**src/hdl/avcc_param_set_base64_extract_macros.svh**
```systemverilog
// ----------------------------------------------------------------------------
// Assertion macros for the decoder configuration record extractor.
// Every macro samples on the rising edge of clk and is disabled in reset.
// ----------------------------------------------------------------------------
`ifndef AVCC_PARAM_SET_BASE64_EXTRACT_MACROS_SVH
`define AVCC_PARAM_SET_BASE64_EXTRACT_MACROS_SVH

// The consequent must hold in the same cycle as the antecedent.
`define AVCCB64_ASSERT_SAME(label, ante, cons, msg) \
	label: assert property (@(posedge clk) disable iff (!arst_n) (ante) |-> (cons)) \
		else $error(msg);

// The consequent must hold in the cycle after the antecedent.
`define AVCCB64_ASSERT_NEXT(label, ante, cons, msg) \
	label: assert property (@(posedge clk) disable iff (!arst_n) (ante) |=> (cons)) \
		else $error(msg);

`endif

```
**src/hdl/avccb64_pkg.sv**
```systemverilog
// ----------------------------------------------------------------------------
// avccb64_pkg
// Types, codes and the Base64 alphabet shared by the extractor modules.
// ----------------------------------------------------------------------------
package avccb64_pkg;

	// Most results one record byte can produce: two characters, two padding
	// characters and a status.
	localparam int MaxRun = 5;

	// Values of set_kind.
	localparam logic [1:0] KIND_SPS    = 2'd0;
	localparam logic [1:0] KIND_PPS    = 2'd1;
	localparam logic [1:0] KIND_STATUS = 2'd2;

	// Values of status_code.
	localparam logic [2:0] ST_OK     = 3'd0;
	localparam logic [2:0] ST_TRUNC  = 3'd1;
	localparam logic [2:0] ST_NO_SPS = 3'd2;
	localparam logic [2:0] ST_NO_PPS = 3'd3;
	localparam logic [2:0] ST_EMPTY  = 3'd4;

	// ASCII '=' used as Base64 padding.
	localparam logic [6:0] CH_PAD = 7'h3D;

	// One result beat.
	typedef struct packed {
		logic [6:0] out_char;
		logic [1:0] set_kind;
		logic       set_end;
		logic [2:0] status_code;
		logic       last_of_run;
	} out_beat_t;

	// All results caused by one record byte, with their count.
	typedef struct packed {
		logic [2:0]                    cnt;
		out_beat_t [MaxRun-1:0]        ents;
	} run_t;

	// Standard Base64 alphabet.
	function automatic logic [6:0] b64_char(input logic [5:0] v);
		logic [6:0] w;
		w = {1'b0, v};
		if (v < 6'd26)
			return 7'h41 + w;
		else if (v < 6'd52)
			return 7'h61 + w - 7'd26;
		else if (v < 6'd62)
			return 7'h30 + w - 7'd52;
		else if (v == 6'd62)
			return 7'h2B;
		else
			return 7'h2F;
	endfunction

	// A character result of the given set.
	function automatic out_beat_t mk_char(input logic [6:0] ch, input logic [1:0] kind);
		out_beat_t r;
		r = '0;
		r.out_char = ch;
		r.set_kind = kind;
		return r;
	endfunction

endpackage

```
**src/hdl/avccb64_rec_if.sv**
```systemverilog
// ----------------------------------------------------------------------------
// avccb64_rec_if
// Record byte channel: one byte of the configuration record per beat.
// ----------------------------------------------------------------------------
interface avccb64_rec_if;
	logic       valid;
	logic       ready;
	logic [7:0] data_byte;
	logic       record_end;

	modport source(output valid, data_byte, record_end, input ready);
	modport sink(input valid, data_byte, record_end, output ready);
endinterface

```
**src/hdl/avccb64_res_if.sv**
```systemverilog
// ----------------------------------------------------------------------------
// avccb64_res_if
// Result channel: one Base64 character or one status per beat.
// ----------------------------------------------------------------------------
interface avccb64_res_if;
	logic       valid;
	logic       ready;
	logic [6:0] out_char;
	logic [1:0] set_kind;
	logic       set_end;
	logic [2:0] status_code;
	logic       last_of_run;

	modport source(output valid, out_char, set_kind, set_end, status_code, last_of_run,
		input ready);
	modport sink(input valid, out_char, set_kind, set_end, status_code, last_of_run,
		output ready);
endinterface

```
**src/hdl/avccb64_parse.sv**
```systemverilog
// ----------------------------------------------------------------------------
// avccb64_parse
// Record parser and Base64 encoder. Holds the parse state and, for each
// accepted byte, builds the complete list of results that byte causes.
// ----------------------------------------------------------------------------
`include "avcc_param_set_base64_extract_macros.svh"

module avccb64_parse (
	input  logic                clk,
	input  logic                arst_n,
	input  logic                accept,
	input  logic [7:0]          data_byte,
	input  logic                record_end,
	output avccb64_pkg::run_t   run
);

	// Parse phases.
	localparam logic [3:0] PH_HEADER    = 4'd0;
	localparam logic [3:0] PH_SPS_COUNT = 4'd1;
	localparam logic [3:0] PH_SPS_HI    = 4'd2;
	localparam logic [3:0] PH_SPS_LO    = 4'd3;
	localparam logic [3:0] PH_SPS_DATA  = 4'd4;
	localparam logic [3:0] PH_PPS_COUNT = 4'd5;
	localparam logic [3:0] PH_PPS_HI    = 4'd6;
	localparam logic [3:0] PH_PPS_LO    = 4'd7;
	localparam logic [3:0] PH_PPS_DATA  = 4'd8;
	localparam logic [3:0] PH_DONE      = 4'd9;
	localparam logic [3:0] PH_FAILED    = 4'd10;

	localparam logic [2:0] HeaderBytes = 3'd5;

	logic [3:0]  phase_q, phase_d;
	logic [2:0]  hc_q, hc_d;
	logic [15:0] len_q, len_d;
	logic [7:0]  hi_q, hi_d;
	logic [3:0]  lb_q, lb_d;
	logic [1:0]  tp_q, tp_d;
	logic [2:0]  err_q, err_d;
	logic        empty_q, empty_d;
	logic        early;
	logic [1:0]  kind;
	logic [2:0]  n;
	logic [2:0]  st;
	avccb64_pkg::run_t run_d;

	// Next state and result list for the byte on the input.
	always_comb begin
		phase_d = phase_q;
		hc_d    = hc_q;
		len_d   = len_q;
		hi_d    = hi_q;
		lb_d    = lb_q;
		tp_d    = tp_q;
		err_d   = err_q;
		empty_d = empty_q;
		run_d   = '0;
		n       = '0;
		st      = avccb64_pkg::ST_OK;
		kind    = (phase_q == PH_PPS_DATA) ? avccb64_pkg::KIND_PPS : avccb64_pkg::KIND_SPS;
		early   = (phase_q == PH_HEADER) || (phase_q == PH_SPS_COUNT);

		case (phase_q)
			PH_HEADER: begin
				hc_d = hc_q + 3'd1;
				if (hc_d >= HeaderBytes) begin
					hc_d    = '0;
					phase_d = PH_SPS_COUNT;
				end
			end
			PH_SPS_COUNT: begin
				if (data_byte[4:0] == 5'd0) begin
					err_d   = avccb64_pkg::ST_NO_SPS;
					phase_d = PH_FAILED;
				end else begin
					phase_d = PH_SPS_HI;
				end
			end
			PH_PPS_COUNT: begin
				if (data_byte == 8'd0) begin
					err_d   = avccb64_pkg::ST_NO_PPS;
					phase_d = PH_FAILED;
				end else begin
					phase_d = PH_PPS_HI;
				end
			end
			PH_SPS_HI, PH_PPS_HI: begin
				hi_d    = data_byte;
				phase_d = (phase_q == PH_SPS_HI) ? PH_SPS_LO : PH_PPS_LO;
			end
			PH_SPS_LO, PH_PPS_LO: begin
				len_d = {hi_q, data_byte};
				lb_d  = '0;
				tp_d  = '0;
				if (len_d == 16'd0) begin
					empty_d = 1'b1;
					phase_d = (phase_q == PH_SPS_LO) ? PH_PPS_COUNT : PH_DONE;
				end else begin
					phase_d = (phase_q == PH_SPS_LO) ? PH_SPS_DATA : PH_PPS_DATA;
				end
			end
			PH_SPS_DATA, PH_PPS_DATA: begin
				// Encode one payload byte into the running 3-byte group.
				case (tp_q)
					2'd0: begin
						run_d.ents[n] = avccb64_pkg::mk_char(
							avccb64_pkg::b64_char(data_byte[7:2]), kind);
						n    = n + 3'd1;
						lb_d = {2'b00, data_byte[1:0]};
						tp_d = 2'd1;
					end
					2'd1: begin
						run_d.ents[n] = avccb64_pkg::mk_char(
							avccb64_pkg::b64_char({lb_q[1:0], data_byte[7:4]}), kind);
						n    = n + 3'd1;
						lb_d = data_byte[3:0];
						tp_d = 2'd2;
					end
					default: begin
						run_d.ents[n] = avccb64_pkg::mk_char(
							avccb64_pkg::b64_char({lb_q, data_byte[7:6]}), kind);
						n = n + 3'd1;
						run_d.ents[n] = avccb64_pkg::mk_char(
							avccb64_pkg::b64_char(data_byte[5:0]), kind);
						n    = n + 3'd1;
						lb_d = '0;
						tp_d = 2'd0;
					end
				endcase
				len_d = len_q - 16'd1;
				// Last payload byte: close any open group with padding and mark the set's end.
				if (len_d == 16'd0) begin
					case (tp_d)
						2'd1: begin
							run_d.ents[n] = avccb64_pkg::mk_char(
								avccb64_pkg::b64_char({lb_d[1:0], 4'b0000}), kind);
							n = n + 3'd1;
							run_d.ents[n] = avccb64_pkg::mk_char(avccb64_pkg::CH_PAD, kind);
							n = n + 3'd1;
							run_d.ents[n] = avccb64_pkg::mk_char(avccb64_pkg::CH_PAD, kind);
							n = n + 3'd1;
						end
						2'd2: begin
							run_d.ents[n] = avccb64_pkg::mk_char(
								avccb64_pkg::b64_char({lb_d, 2'b00}), kind);
							n = n + 3'd1;
							run_d.ents[n] = avccb64_pkg::mk_char(avccb64_pkg::CH_PAD, kind);
							n = n + 3'd1;
						end
						default: begin
						end
					endcase
					run_d.ents[n - 3'd1].set_end = 1'b1;
					lb_d    = '0;
					tp_d    = '0;
					phase_d = (phase_q == PH_SPS_DATA) ? PH_PPS_COUNT : PH_DONE;
				end
			end
			default: begin
			end
		endcase

		// Final byte: append the status and return to the start state.
		if (record_end) begin
			if (early)
				st = avccb64_pkg::ST_TRUNC;
			else if (err_d != avccb64_pkg::ST_OK)
				st = err_d;
			else if (phase_d != PH_DONE)
				st = avccb64_pkg::ST_TRUNC;
			else if (empty_d)
				st = avccb64_pkg::ST_EMPTY;
			else
				st = avccb64_pkg::ST_OK;
			run_d.ents[n]             = '0;
			run_d.ents[n].set_kind    = avccb64_pkg::KIND_STATUS;
			run_d.ents[n].status_code = st;
			n       = n + 3'd1;
			phase_d = PH_HEADER;
			hc_d    = '0;
			len_d   = '0;
			hi_d    = '0;
			lb_d    = '0;
			tp_d    = '0;
			err_d   = avccb64_pkg::ST_OK;
			empty_d = 1'b0;
		end

		if (n != 3'd0)
			run_d.ents[n - 3'd1].last_of_run = 1'b1;
		run_d.cnt = n;
	end

	assign run = run_d;

	// Parse state advances once per accepted beat.
	always_ff @(posedge clk or negedge arst_n) begin
		if (!arst_n) begin
			phase_q <= PH_HEADER;
			hc_q    <= '0;
			len_q   <= '0;
			hi_q    <= '0;
			lb_q    <= '0;
			tp_q    <= '0;
			err_q   <= avccb64_pkg::ST_OK;
			empty_q <= 1'b0;
		end else if (accept) begin
			phase_q <= phase_d;
			hc_q    <= hc_d;
			len_q   <= len_d;
			hi_q    <= hi_d;
			lb_q    <= lb_d;
			tp_q    <= tp_d;
			err_q   <= err_d;
			empty_q <= empty_d;
		end
	end

	`AVCCB64_ASSERT_NEXT(a_end_restarts, accept && record_end, (phase_q == PH_HEADER) && (hc_q == 3'd0) && (err_q == avccb64_pkg::ST_OK), "record end did not restart the parser")
	`AVCCB64_ASSERT_SAME(a_group_in_range, 1'b1, tp_q != 2'd3, "Base64 group position out of range")

endmodule

```
**src/hdl/avccb64_emit.sv**
```systemverilog
// ----------------------------------------------------------------------------
// avccb64_emit
// Result register: holds the results of one record byte and hands them out
// one beat at a time. Takes a new byte as the last result leaves.
// ----------------------------------------------------------------------------
`include "avcc_param_set_base64_extract_macros.svh"

module avccb64_emit (
	input  logic                clk,
	input  logic                arst_n,
	input  logic                load,
	input  avccb64_pkg::run_t   run,
	output logic                in_ready,
	avccb64_res_if.source       result
);

	avccb64_pkg::out_beat_t [avccb64_pkg::MaxRun-1:0] ents_q;
	logic [2:0] cnt_q;
	logic [2:0] idx_q;
	logic       pop;
	avccb64_pkg::out_beat_t cur;

	assign cur  = ents_q[idx_q];
	assign pop  = result.valid && result.ready;

	// Free now, or free once the final result leaves in this cycle.
	assign in_ready = (cnt_q == 3'd0) || ((cnt_q == 3'd1) && result.ready);

	assign result.valid       = (cnt_q != 3'd0);
	assign result.out_char    = cur.out_char;
	assign result.set_kind    = cur.set_kind;
	assign result.set_end     = cur.set_end;
	assign result.status_code = cur.status_code;
	assign result.last_of_run = cur.last_of_run;

	// Result list payload.
	always_ff @(posedge clk) begin
		if (load && (run.cnt != 3'd0))
			ents_q <= run.ents;
	end

	// Count of results still to send and the read position.
	always_ff @(posedge clk or negedge arst_n) begin
		if (!arst_n) begin
			cnt_q <= '0;
			idx_q <= '0;
		end else if (load && (run.cnt != 3'd0)) begin
			cnt_q <= run.cnt;
			idx_q <= '0;
		end else if (pop) begin
			cnt_q <= cnt_q - 3'd1;
			idx_q <= idx_q + 3'd1;
		end
	end

	`AVCCB64_ASSERT_SAME(a_run_in_bounds, cnt_q != 3'd0, ({1'b0, idx_q} + {1'b0, cnt_q}) <= 4'd5, "result position beyond the stored list")
	`AVCCB64_ASSERT_SAME(a_last_marked, cnt_q == 3'd1, cur.last_of_run, "final result of a byte lacks last_of_run")
	`AVCCB64_ASSERT_SAME(a_ready_when_empty, cnt_q == 3'd0, in_ready, "input stalled with no results pending")

endmodule

```
**src/hdl/avcc_param_set_base64_extract.sv**
```systemverilog
// ----------------------------------------------------------------------------
// avcc_param_set_base64_extract
// Pulls the first SPS and first PPS out of an H.264 decoder configuration
// record and sends each as Base64 characters, then a status on the last byte.
//
// Channel   Dir   Beat contents
// record    in    data_byte, record_end
// result    out   out_char, set_kind, set_end, status_code, last_of_run
//
// A record byte is parsed in the cycle it is accepted; its results (zero to
// five) sit in the result register and leave one per cycle when not stalled.
// A byte that causes no results leaves the input ready; otherwise the next
// byte is accepted in the cycle its predecessor's last result leaves.
// Reset returns the parser to the header phase and empties the result register.
// A stall on result holds the current beat and stops new record bytes.
// ----------------------------------------------------------------------------
module avcc_param_set_base64_extract (
	input  logic            clk,
	input  logic            arst_n,
	avccb64_rec_if.sink     record,
	avccb64_res_if.source   result
);

	logic               rdy;
	logic               accept;
	avccb64_pkg::run_t  run;

	assign record.ready = rdy;
	assign accept       = record.valid && rdy;

	// Parser and encoder.
	avccb64_parse u_parse (
		.clk        (clk),
		.arst_n     (arst_n),
		.accept     (accept),
		.data_byte  (record.data_byte),
		.record_end (record.record_end),
		.run        (run)
	);

	// Result register and serializer.
	avccb64_emit u_emit (
		.clk      (clk),
		.arst_n   (arst_n),
		.load     (accept),
		.run      (run),
		.in_ready (rdy),
		.result   (result)
	);

endmodule
```
**src/flat_wrapper.sv**
```systemverilog
// flat-port wrapper written by rule: the top's interface ports become plain ports
module avcc_param_set_base64_extract_flat 
  (clk, arst_n, record_valid, record_data_byte, record_record_end, record_ready, result_valid, result_out_char, result_set_kind, result_set_end, result_status_code, result_last_of_run, result_ready);
  avccb64_rec_if record_i ();
  avccb64_res_if result_i ();
  input  logic clk;
  input  logic arst_n;
  input wire logic [$bits(record_i.valid)-1:0] record_valid;
  input wire logic [$bits(record_i.data_byte)-1:0] record_data_byte;
  input wire logic [$bits(record_i.record_end)-1:0] record_record_end;
  output wire logic [$bits(record_i.ready)-1:0] record_ready;
  output wire logic [$bits(result_i.valid)-1:0] result_valid;
  output wire logic [$bits(result_i.out_char)-1:0] result_out_char;
  output wire logic [$bits(result_i.set_kind)-1:0] result_set_kind;
  output wire logic [$bits(result_i.set_end)-1:0] result_set_end;
  output wire logic [$bits(result_i.status_code)-1:0] result_status_code;
  output wire logic [$bits(result_i.last_of_run)-1:0] result_last_of_run;
  input wire logic [$bits(result_i.ready)-1:0] result_ready;
  assign record_i.valid = record_valid;
  assign record_i.data_byte = record_data_byte;
  assign record_i.record_end = record_record_end;
  assign record_ready = record_i.ready;
  assign result_valid = result_i.valid;
  assign result_out_char = result_i.out_char;
  assign result_set_kind = result_i.set_kind;
  assign result_set_end = result_i.set_end;
  assign result_status_code = result_i.status_code;
  assign result_last_of_run = result_i.last_of_run;
  assign result_i.ready = result_ready;
  avcc_param_set_base64_extract u_core (.clk(clk), .arst_n(arst_n), .record(record_i), .result(result_i));
endmodule
```
**config.mk**
```make
export PLATFORM = sky130hd
export DESIGN_NAME = avcc_param_set_base64_extract_flat
export DESIGN_NICKNAME = d
export VERILOG_FILES = /design/src/hdl/avccb64_pkg.sv /design/src/hdl/avccb64_rec_if.sv /design/src/hdl/avccb64_res_if.sv /design/src/hdl/avccb64_parse.sv /design/src/hdl/avccb64_emit.sv /design/src/hdl/avcc_param_set_base64_extract.sv /design/src/flat_wrapper.sv
export VERILOG_INCLUDE_DIRS = /design/src /design/src/hdl
export SDC_FILE = /design/constraint.sdc
export NUM_CORES = 1
export LEC_CHECK = 0
export ABC_AREA = 1
export BUFFER_PORTS_ARGS = -buffer_cell sky130_fd_sc_hd__clkbuf_2
export CAP_MARGIN = 20
export CORE_MARGIN = 2
export CORE_UTILIZATION = 45
export DETAILED_ROUTE_END_ITERATION = 6
export PLACE_DENSITY = 0.63
export SLEW_MARGIN = 20
export SYNTH_ARGS = -nofsm -noshare
export SYNTH_HDL_FRONTEND = slang
export SYNTH_SLANG_ARGS = --single-unit
export TNS_END_PERCENT = 50
```
**constraint.sdc**
```tcl
create_clock -name clk -period 5.85 [get_ports clk]
set_input_delay 0.2925 -clock clk [delete_from_list [all_inputs] [get_ports clk]]
set_output_delay 0.2925 -clock clk [all_outputs]
set_load 0.02 [all_outputs]
```
==> impl_metrics.toml, run 1 <==
[outcome]
status = "complete, no violations"

[sta]
rsz0062_at_grt = "false"
clock_skew_ns = 0.00773
relSlewSlack_pct = 43.4
setup_viol_count_final = 0
fmax_mhz = 238
setup_ws_ns = 1.65
finalHoldViolations = 0
drv_slew = 0
worst_pin_slew_ns = 0.846
tns_ns = 0
worst_hold_slack_ns = 0.0349
timing.final.crit_share_pct = 71.9
period_needed_ns = 4.20

[clocking]
cts_root_buf = "clkbuf_16"
cts_hold_buf = 0
htreeDepth = 3
clk_pin_slew_worst_paths_ns = 0.07
clock_latency_ns = 0.36
post_cts_resized = 0
cts_inserted_buffers = 9
cts_tree = "yes"
clock_path_buffers = 2
post-cts-setup-buffer-count = 0
clock_sinks = 100

[critical_path]
crit_top_cell = "ha_1"
timing.critical_path.cells = "inv_2 > nor2_1 > inv_2 > ha_1 > inv_1 > nand2_2 > nand2_4 > nor2_8 > ha_1 > or2_2 > nand2_1 > ha_1 > ha_1 > nor2_4 > buf_4"
cpMaxStageDelayCell = "inv_1"
crit_family = "buffers and inverters"
cp.required_ns = 5.85
max_stage_delay_ns = 0.69
cp_num_buf_inv = 4
critPathMaxFanout = 50
arrival_ns = 4.20
worstSetupPathType = "flip-flop to flip-flop"
start_kind = "flip-flop"
end_kind = "flip-flop"

[place]
placed_cell_area_sq_um = 7830
dp.cells = 1197
port_buffers = 28
gp_congestion = 0.952
dpl.hpwl_mm = 14.9
place_ws_ns = 1.69

[synth]
yosysSeqAreaShare_pct = 37.0
ys_ff_latch = 100
syn_nets = 1024
yosys_warnings = 0
syn-cell-area_sq_um = 7480
synth_flop_cell = "edfxtp_1"
synth_cells = 973
synth_edf_count = 53
syn_avg_cell_area_sq_um = 7.69
synthArstFlopShare_pct = 47.0
ys_types = 54

[global_routing]
use_met2_pct = 38.0
grtUsageTotal_pct = 23.8
grt_pass1_vias = 6361
grtUsageMet3_pct = 2.84
grt_first_pass_wirelength_mm = 33.5
grt_most_used_layer = "met2"
overflow = 0
grt_max_degree = 51
met1_usage_pct = 32.9
antenna_found_initial = 0

[route]
ant_nets = 0
wl_mm = 20.4
post-route-drc-count = 0
dr.pass1.iters = 5
wl_per_cell_um = 16.8
first_iter_violations = 645
vias = 6754
via_per_inst = 5.57

[finish]
final_core_util_pct = 49.6
final_area_sq_um = 8140
fill_cells = 1638
instances_no_fill = 1213
nets = 1039
area_growth_syn_to_layout_pct = 8.71
diodes = 0
drive_gt1_share_pct = 11.5

[floorplanning]
die_h_um = 133
core-area_sq_um = 16400
pin_count = 29
die_w_um = 133
start_util_pct = 45.6
rows = 47
dieArea_sq_um = 17700

[power_and_ir_drop]
power_mw = 4.33
ir_drop_v = 0.000191
cellPowerDensity_nw_per_um2 = 532
leakage_nw = 3.60

[run]
cap_violations = 0

[min_path]
hold_class = "input port to async pin"
==> flip-flops by register name (all words and copies together) (netlist names) <==
name	flops
u_core.u_parse.hi_q	8
u_core.u_parse.lb_q	4
u_core.u_emit.ents_q	53
u_core.u_parse.len_q	16
u_core.u_emit.cnt_q	3
u_core.u_parse.err_q	3
u_core.u_parse.hc_q	3
u_core.u_parse.tp_q	2
u_core.u_parse.phase_q	4
u_core.u_emit.idx_q	3
u_core.u_parse.empty_q	1
==> cells by family (layout without fill, tap and decap cells) <==
kind of cell	count (synthesis)	count (layout)	synth area share [%]
buffers and inverters	160	180	8.24
other	1	1	0.0501
xor gates and xnor gates	21	21	2.56
adders and majority gates	38	38	6.35
DFF	100	100	37.0
AOI/OAI and AO/OA	223	223	17.9
and+or+nand+nor	429	429	27.8
muxes	1	1	0.150
==> Yosys cell counts, types with 10 or more instances <==
cell | number | area [sq um]
nor2_1 | 105 | 394
nand2_1 | 168 | 631
xor2_1 | 17 | 149
nor3_1 | 18 | 90.1
edfxtp_1 | 53 | 1590
dfrtp_1 | 47 | 1180
nor2_2 | 12 | 75.1
nand3_1 | 73 | 365
a21oi_1 | 44 | 220
ha_1 | 38 | 475
o21ai_0 | 91 | 455
o211ai_1 | 16 | 120
o22ai_1 | 21 | 131
inv_1 | 114 | 428
clkbuf_1 | 23 | 86.3
nand2_2 | 10 | 62.6
==> final timing paths <==
kind | startpoint | end | depth (start not counted) | slack [ns]
setup / recovery | u_core.u_parse.tp_q[0]$_DFFE_PN0P_ | u_core.u_emit.ents_q[60]$_DFFE_PP_ | 15 | 1.65
hold / removal | arst_n | u_core.u_parse.len_q[5]$_DFFE_PN0P_ | 2 | 0.03
setup reg to reg | u_core.u_parse.tp_q[0]$_DFFE_PN0P_ | u_core.u_emit.ents_q[60]$_DFFE_PP_ | 15 | 1.65
hold reg to reg | u_core.u_parse.empty_q$_DFFE_PN0P_ | u_core.u_parse.empty_q$_DFFE_PN0P_ | 2 | 0.50
max in group asynchronous | arst_n | u_core.u_parse.lb_q[1]$_DFFE_PN0P_ | 2 | 5.36
min in group clk | result_ready | u_core.u_emit.cnt_q[0]$_DFFE_PN0P_ | 4 | 0.31
==> cells in the final DEF, fill, tap and decap left out, types with 21 or more instances in the layout <==
cell      instances
edfxtp_1         53
nand3_1          73
nor2_1          104
ha_1             38
clkbuf_2         28
inv_1           114
dfrtp_1          47
a21oi_1          44
o21ai_0          91
nand2_1         168
o22ai_1          21
==> area by class of cell <==
cell class | instances | area (sq um) | area share (%)
multi-input cells | 713 | 4110 | 50.5
flip-flops and latches | 100 | 2770 | 34.0
inverters | 129 | 488 | 6.00
well taps | 220 | 275 | 3.38
clock buffers | 10 | 229 | 2.81
repair buffers | 35 | 193 | 2.37
clock inverters | 6 | 76.3 | 0.938
==> power breakdown <==
part / internal, mW / switching (mW)
Combinational: 0.807 / 1.79
Clock: 0.341 / 0.282
Sequential: 0.952 / 0.157
Total: 2.10 / 2.23
==> metal layers <==
| metal | part of all wire, % | routed length (um) |
|---|---|---|
| met4 | 2.7 | 549 |
| met5 | 0 | 0 |
| met3 | 5.2 | 1070 |
| met2 | 46 | 9370 |
| met1 | 46 | 9440 |
No activity file was read; power rests on OpenSTA's default activity.
==> run 2, diff against run 1 <==
ABC_AREA = 0   (was 1)
PLACE_DENSITY = 0.61   (was 0.63)
clock period = 3.9 ns   (was 5.85 ns; I/O delays follow)
==> run 2 against run 1 <==
Against the previous run: core utilization rose by 1.6 points; clock skew rose by 0.0036 ns; clock-buffer cell count is 1 lower; design area hardly changed; setup slack got worse by 1.4 ns; final cell count down 12%; total power grew 25%; synthesized cell count shrank 13%; synthesized area decreased by 2.3%; non-clock buffer count rose by 23; global-route usage decreased by 0.21 points; critical path depth fell by 2.
==> impl_metrics.toml, run 2 <==
[critical_path]
crit_family = "simple AND/OR/NAND/NOR gates"
crit_cells = 13
start_kind = "flip-flop"
crit_top_cell = "ha_4"
critPathMaxFanout = 37
arrival_ns = 3.75
ff2ff_path_depth = 13
worstSetupStartpoint = "u_core.u_parse.len_q[0]$_DFFE_PN0P_"
end_kind = "flip-flop"
regToRegEndpoint = "u_core.u_emit.ents_q[10]$_DFFE_PP_"
max_stage_delay_ns = 0.53
worstSetupPathType = "flip-flop to flip-flop"
endpoint = "u_core.u_emit.ents_q[10]$_DFFE_PP_"
timing.critical_path.cells = "buf_4 > or4b_4 > o21ai_2 > a31oi_4 > nor4b_4 > mux2_4 > ha_4 > nand2_1 > o31a_1 > ha_2 > ha_4 > nor2_4 > buf_12"
rr_startpoint = "u_core.u_parse.len_q[0]$_DFFE_PN0P_"
r2r_slack_ns = 0.20
cpMaxStageDelayCell = "or4b_4"
cp.required_ns = 3.95
cp_num_buf_inv = 2

[finish]
final_cell_mix = "86 x nor2_1, 80 x o21ai_0, 63 x nand2_1"
instances_no_fill = 1072
largest_register_ffs = 53
mostFrequentLayoutCell = "nor2_1"
drive_gt1_share_pct = 12.7
fill_cells = 1555
area_growth_syn_to_layout_pct = 11.2
biggestRegsByFlops = "u_core.u_emit.ents_q: 53 flops, u_core.u_parse.len_q: 16 flops, u_core.u_parse.hi_q: 8 flops"
diodes = 0
regMostFlops = "u_core.u_emit.ents_q"
nets = 902
final_core_util_pct = 51.2

[synth]
synth_flop_cell = "edfxtp_1"
yosysSeqAreaShare_pct = 37.8
synthTopCellsByCount = "87 x nor2_1, 80 x o21ai_0, 63 x nand2_1, 58 x a21oi_1, 56 x clkbuf_1"
yosys_warnings = 0
synth_top_cell_by_area = "edfxtp_1"
netlist.area_leader.share_pct = 21.8
synth_cells = 843
post-synth-top-count-cell = "nor2_1"
syn_nets = 894
ys_types = 75
yosys-top-cells-area = "edfxtp_1 22%, dfrtp_1 16%, ha_1 6.5%"
ys_ff_latch = 100
syn_avg_cell_area_sq_um = 8.68
synth_edf_count = 53
syn-cell-area_sq_um = 7310
synthArstFlopShare_pct = 47.0

[floorplanning]
die_w_um = 131
pin_count = 29
rows = 46
core-area_sq_um = 15900
die_h_um = 131
dieArea_sq_um = 17300
start_util_pct = 46.0

[clocking]
cts_inserted_buffers = 9
clock_path_buffers = 2
cts_root_buf = "clkbuf_16"
clock_sinks = 100
clock_latency_ns = 0.36
cts_tree = "yes"
clk_pin_slew_worst_paths_ns = 0.08
htreeDepth = 3

[sta]
finalHoldViolations = 0
setup_viol_count_final = 0
setup_ws_ns = 0.200
timing.final.crit_share_pct = 94.9
period_needed_ns = 3.70
drv_slew = 0
worst_pin_slew_ns = 0.969
relSlewSlack_pct = 35.4
rsz0062_at_grt = "false"
clock_skew_ns = 0.0114
worst_hold_slack_ns = 0.191
fmax_mhz = 270

[min_path]
hold_class = "input port to flip-flop"
worstHoldStart = "result_ready"

[place]
port_buffers = 28
dpl.hpwl_mm = 14.4
gp_congestion = 0.927
place_ws_ns = 0.209
dp.cells = 1055

[route]
drt-met1-wl_mm = 9.22
first_iter_violations = 582
ant_nets = 0
wl_met3_um = 941
wl_mm = 20.0
vias = 6527
post-route-drc-count = 0
wl_met2_mm = 9.45
highest_layer = "met4"
dr.pass1.iters = 5
via_per_inst = 6.09
wl_per_cell_um = 18.6

[global_routing]
grt_max_degree = 48
grt_pass1_vias = 6235
antenna_found_initial = 0
grt_first_pass_wirelength_mm = 33.1
overflow = 0
grtUsageTotal_pct = 23.6

[run]
cap_violations = 0

[power_and_ir_drop]
ir_drop_v = 0.000413
leakage_nw = 3.18
cellPowerDensity_nw_per_um2 = 666

[outcome]
status = "complete, no violations"
-- run 2: cell count changes after synthesis, moves of 13 or more --
| cell | before | now |
|---|---|---|
| nor2_1 | 105 | 87 |
| nand2_1 | 168 | 63 |
| xor2_1 | 17 | 2 |
| clkbuf_1 | 23 | 56 |
| nand3_1 | 73 | 23 |
| a21oi_1 | 44 | 58 |
| a21o_1 | 0 | 13 |
| inv_1 | 114 | 43 |
-- run 2: cells by family (layout without fill, tap and decap cells) --
| family | Yosys count | count (layout) | synth area share [%] |
|---|---|---|---|
| compound gates | 280 | 280 | 24.6 |
| xor+xnor | 17 | 17 | 2.29 |
| fa+ha+maj | 38 | 38 | 6.50 |
| buf+inv | 105 | 118 | 5.59 |
| flops | 100 | 100 | 37.8 |
| mux | 16 | 16 | 3.32 |
| other cells | 1 | 1 | 0.0513 |
| simple gates | 286 | 286 | 19.8 |
-- run 2: how the worst min path moves through the flow --
stage | endpoint | slack, ns | cells after the start
after floorplan | u_core.u_emit.cnt_q[0]$_DFFE_PN0P_ | -0.10 | 0
after global placement | u_core.u_parse.hc_q[0]$_DFFE_PN0P_ | 0.34 | 2
after detailed placement | u_core.u_parse.hc_q[0]$_DFFE_PN0P_ | 0.35 | 2
after CTS | u_core.u_emit.idx_q[1]$_DFFE_PN0P_ | 0.19 | 4
after global routing | u_core.u_emit.idx_q[1]$_DFFE_PN0P_ | 0.26 | 4
final | u_core.u_emit.idx_q[1]$_DFFE_PN0P_ | 0.19 | 4
-- run 2: layout make-up --
class / instances / area (sq um) / share of cell area (%)
Inverter: 44 / 165 / 2.03
Tap cell: 216 / 270 / 3.32
Sequential cell: 100 / 2770 / 34.0
Timing Repair Buffer: 58 / 393 / 4.83
Clock inverter: 7 / 81.3 / 1.00
Multi-Input combinational cell: 638 / 4230 / 52.0
Clock buffer: 9 / 225 / 2.77
-- run 2: timing repair --
action / CTS / global route
hold endpoints to repair: 47 / 0
buffers inserted: 0 / 0
hold buffers: 1 / 0
endpoints found under the setup margin: 0 / 35
resized for setup: 0 / 1
-- run 2: power by group --
| part | total [mW] | internal [mW] | switching [mW] |
|---|---|---|---|
| combinational | 2.83 | 1.11 | 1.72 |
| clock | 0.918 | 0.462 | 0.456 |
| sequential | 1.67 | 1.35 | 0.323 |
-- run 2: per-layer routing --
metal  vias up  GRT usage [%]
li1       3126              -
met1      3187           32.4
met2       187           38.5
met3        27           3.55
met4         0           7.61
met5         -              0
-- run 2: worst reg2reg max path, cell delays in order (launching register included) --
cell     delay (ns)
dfrtp_1        0.46
buf_4          0.19
or4b_4         0.53
o21ai_2        0.09
a31oi_4        0.15
nor4b_4        0.38
mux2_4         0.38
ha_4           0.27
nand2_1        0.04
o31a_1         0.13
ha_2           0.19
ha_4           0.18
nor2_4         0.15
buf_12         0.24
-- run 2: per-stage QoR --
stage          TNS, ns  instance area (sq um)  total power [mW]
4_1_cts              0                   8130              5.40
6_report             0                   8130              5.41
5_1_grt              0                   8130              5.80
3_3_place_gp         0                   7810              4.39
3_5_place_dp         0                   7810              4.47
2_1_floorplan   -18.08                   7400              3.69
==> run 3, diff against run 2 <==
CORE_MARGIN = unset   (was 2)
==> run 3 against run 2 <==
Against the previous run: non-clock buffer count down 4; die area shrank 3.0%; clock-buffer cell count rose by 1; final cell count shrank 0.37%; core utilization shrank 0.33 points; global-route usage up 0.99 points; critical path depth grew 1; setup slack improved by 0.0031 ns; design area down 0.65%; critical endpoint is now u_core.u_emit.ents_q[11]$_DFFE_PP_; largest power group unchanged; highest routed layer unchanged.
==> impl_metrics.toml, run 3 (synthesis gave the netlist of run 2 again) <==
[finish]
nets = 898
drive_gt1_share_pct = 12.3
regMostFlops = "u_core.u_emit.ents_q"
diodes = 0
area_growth_syn_to_layout_pct = 10.5
instances_no_fill = 1068
biggestRegsByFlops = "u_core.u_emit.ents_q: 53 flops, u_core.u_parse.len_q: 16 flops, u_core.u_parse.hi_q: 8 flops"
mostFrequentLayoutCell = "nor2_1"
largest_register_ffs = 53
final_core_util_pct = 50.9
final_cell_mix = "86 x nor2_1, 80 x o21ai_0, 63 x nand2_1"

[route]
ant_nets = 0
via_per_inst = 6.10
wl_mm = 19.7
wl_per_cell_um = 18.4
dr.pass1.iters = 5
post-route-drc-count = 0
vias = 6515
first_iter_violations = 609

[power_and_ir_drop]
p_clk_share_pct = 16.4
seq_power_share_pct = 31.7
p_switching_mw = 2.43
leakage_nw = 3.14
cellPowerDensity_nw_per_um2 = 657
ir_drop_v = 0.000346
swShare_pct = 45.7
internal_power_mw = 2.88
combPwrFrac_pct = 51.9

[critical_path]
end_kind = "flip-flop"
worstSetupPathType = "flip-flop to flip-flop"
start_kind = "flip-flop"
arrival_ns = 3.75
critPathMaxFanout = 31
cp.required_ns = 3.95

[floorplanning]
die_w_um = 129
dieArea_sq_um = 16800
core-area_sq_um = 15900
pin_count = 29
die_h_um = 129
rows = 46
start_util_pct = 46.0

[global_routing]
grtUsageTotal_pct = 24.6
grt_first_pass_wirelength_mm = 32.2
antenna_found_initial = 0
grt_max_degree = 48
overflow = 0
grt_pass1_vias = 6070

[run]
cap_violations = 0

[clocking]
clk_pin_slew_worst_paths_ns = 0.07
htreeDepth = 3
cts_inserted_buffers = 9
cts_tree = "yes"
clock_path_buffers = 2
post-cts-setup-buffer-count = 0
clock_sinks = 100
clock_latency_ns = 0.35
cts_root_buf = "clkbuf_16"

[sta]
rsz0062_at_grt = "false"
period_needed_ns = 3.70
setup_viol_count_final = 0
drv_slew = 0
clock_skew_ns = 0.00729
timing.final.crit_share_pct = 94.8
relSlewSlack_pct = 32.9
setup_ws_ns = 0.203
worst_pin_slew_ns = 1.01
finalHoldViolations = 0
fmax_mhz = 271

[place]
dpl.hpwl_mm = 14.0
port_buffers = 28
dp.cells = 1051
gp_congestion = 0.885
place_ws_ns = 0.121

[outcome]
status = "complete, no violations"

[min_path]
hold_class = "input port to flip-flop"
## run 3: layout make-up
| class | instances | area [sq um] |
|---|---|---|
| clock inverter | 6 | 53.8 |
| timing repair buffer | 54 | 363 |
| clock buffer | 10 | 229 |
| tap | 216 | 270 |
| multi-input combinational | 638 | 4230 |
| inverter | 44 | 165 |
| sequential | 100 | 2770 |
| fill | 1520 | 7800 |
## run 3: path summary, 6_finish.rpt
| kind | startpoint | endpoint | slack (ns) | cells after the start |
|---|---|---|---|---|
| min in group asynchronous | arst_n | u_core.u_parse.err_q[2]$_DFFE_PN0P_ | 0.49 | 3 |
| hold reg to reg | u_core.u_parse.err_q[2]$_DFFE_PN0P_ | u_core.u_parse.err_q[2]$_DFFE_PN0P_ | 0.52 | 1 |
| setup / recovery | u_core.u_parse.len_q[0]$_DFFE_PN0P_ | u_core.u_emit.ents_q[11]$_DFFE_PP_ | 0.20 | 14 |
| hold / removal | result_ready | u_core.u_emit.idx_q[1]$_DFFE_PN0P_ | 0.19 | 4 |
| setup reg to reg | u_core.u_parse.len_q[0]$_DFFE_PN0P_ | u_core.u_emit.ents_q[11]$_DFFE_PP_ | 0.20 | 14 |
| max in group asynchronous | arst_n | u_core.u_parse.len_q[0]$_DFFE_PN0P_ | 2.96 | 3 |
## run 3: per-layer routing
metal  part of all wire, %  up-vias  wire length [um]  track usage, %
met2                    48      210              9420            41.2
met5                     0        -                 0               0
met3                   4.6       19               905            3.39
met4                   1.2        0               240            7.05
met1                    46     3168              9100            33.3
li1                      -     3118                 -               -
## run 3: power groups by stage
stage	clock network, mW	logic (mW)	registers (mW)
3_5_place_dp	0	2.73	1.70
6_report	0.869	2.76	1.68
4_1_cts	0.882	2.74	1.68
3_3_place_gp	0	2.67	1.69
5_1_grt	0.918	3.05	1.73
2_1_floorplan	0	2.21	1.48
## run 3: stage by stage
stage	hold slack, ns	cell area, sq um	total power, mW	setup TNS [ns]
floorplan	-0.101	7400	3.69	-18.08
global placement	0.339	7780	4.36	0
detailed placement	0.346	7780	4.43	0
CTS	0.179	8080	5.30	0
global route	0.261	8080	5.70	0
finish	0.188	8080	5.31	0
## run 3: critical path: stages (launching register included)
cell and delay [ns]:
dfrtp_2 0.49, inv_2 0.07, ha_4 0.20, o21bai_4 0.19, a311oi_2 0.36, a31oi_4 0.10, nor4b_4 0.38, mux2_4 0.38
ha_4 0.27, nand2_1 0.04, o31a_1 0.15, ha_2 0.20, ha_4 0.18, nor2_4 0.15, buf_12 0.22
## run 3: what timing repair did
item	CTS	global route
hold buffers	1	0
endpoints found under the setup margin	0	57
hold endpoints to repair	47	0
gates resized for setup	0	2
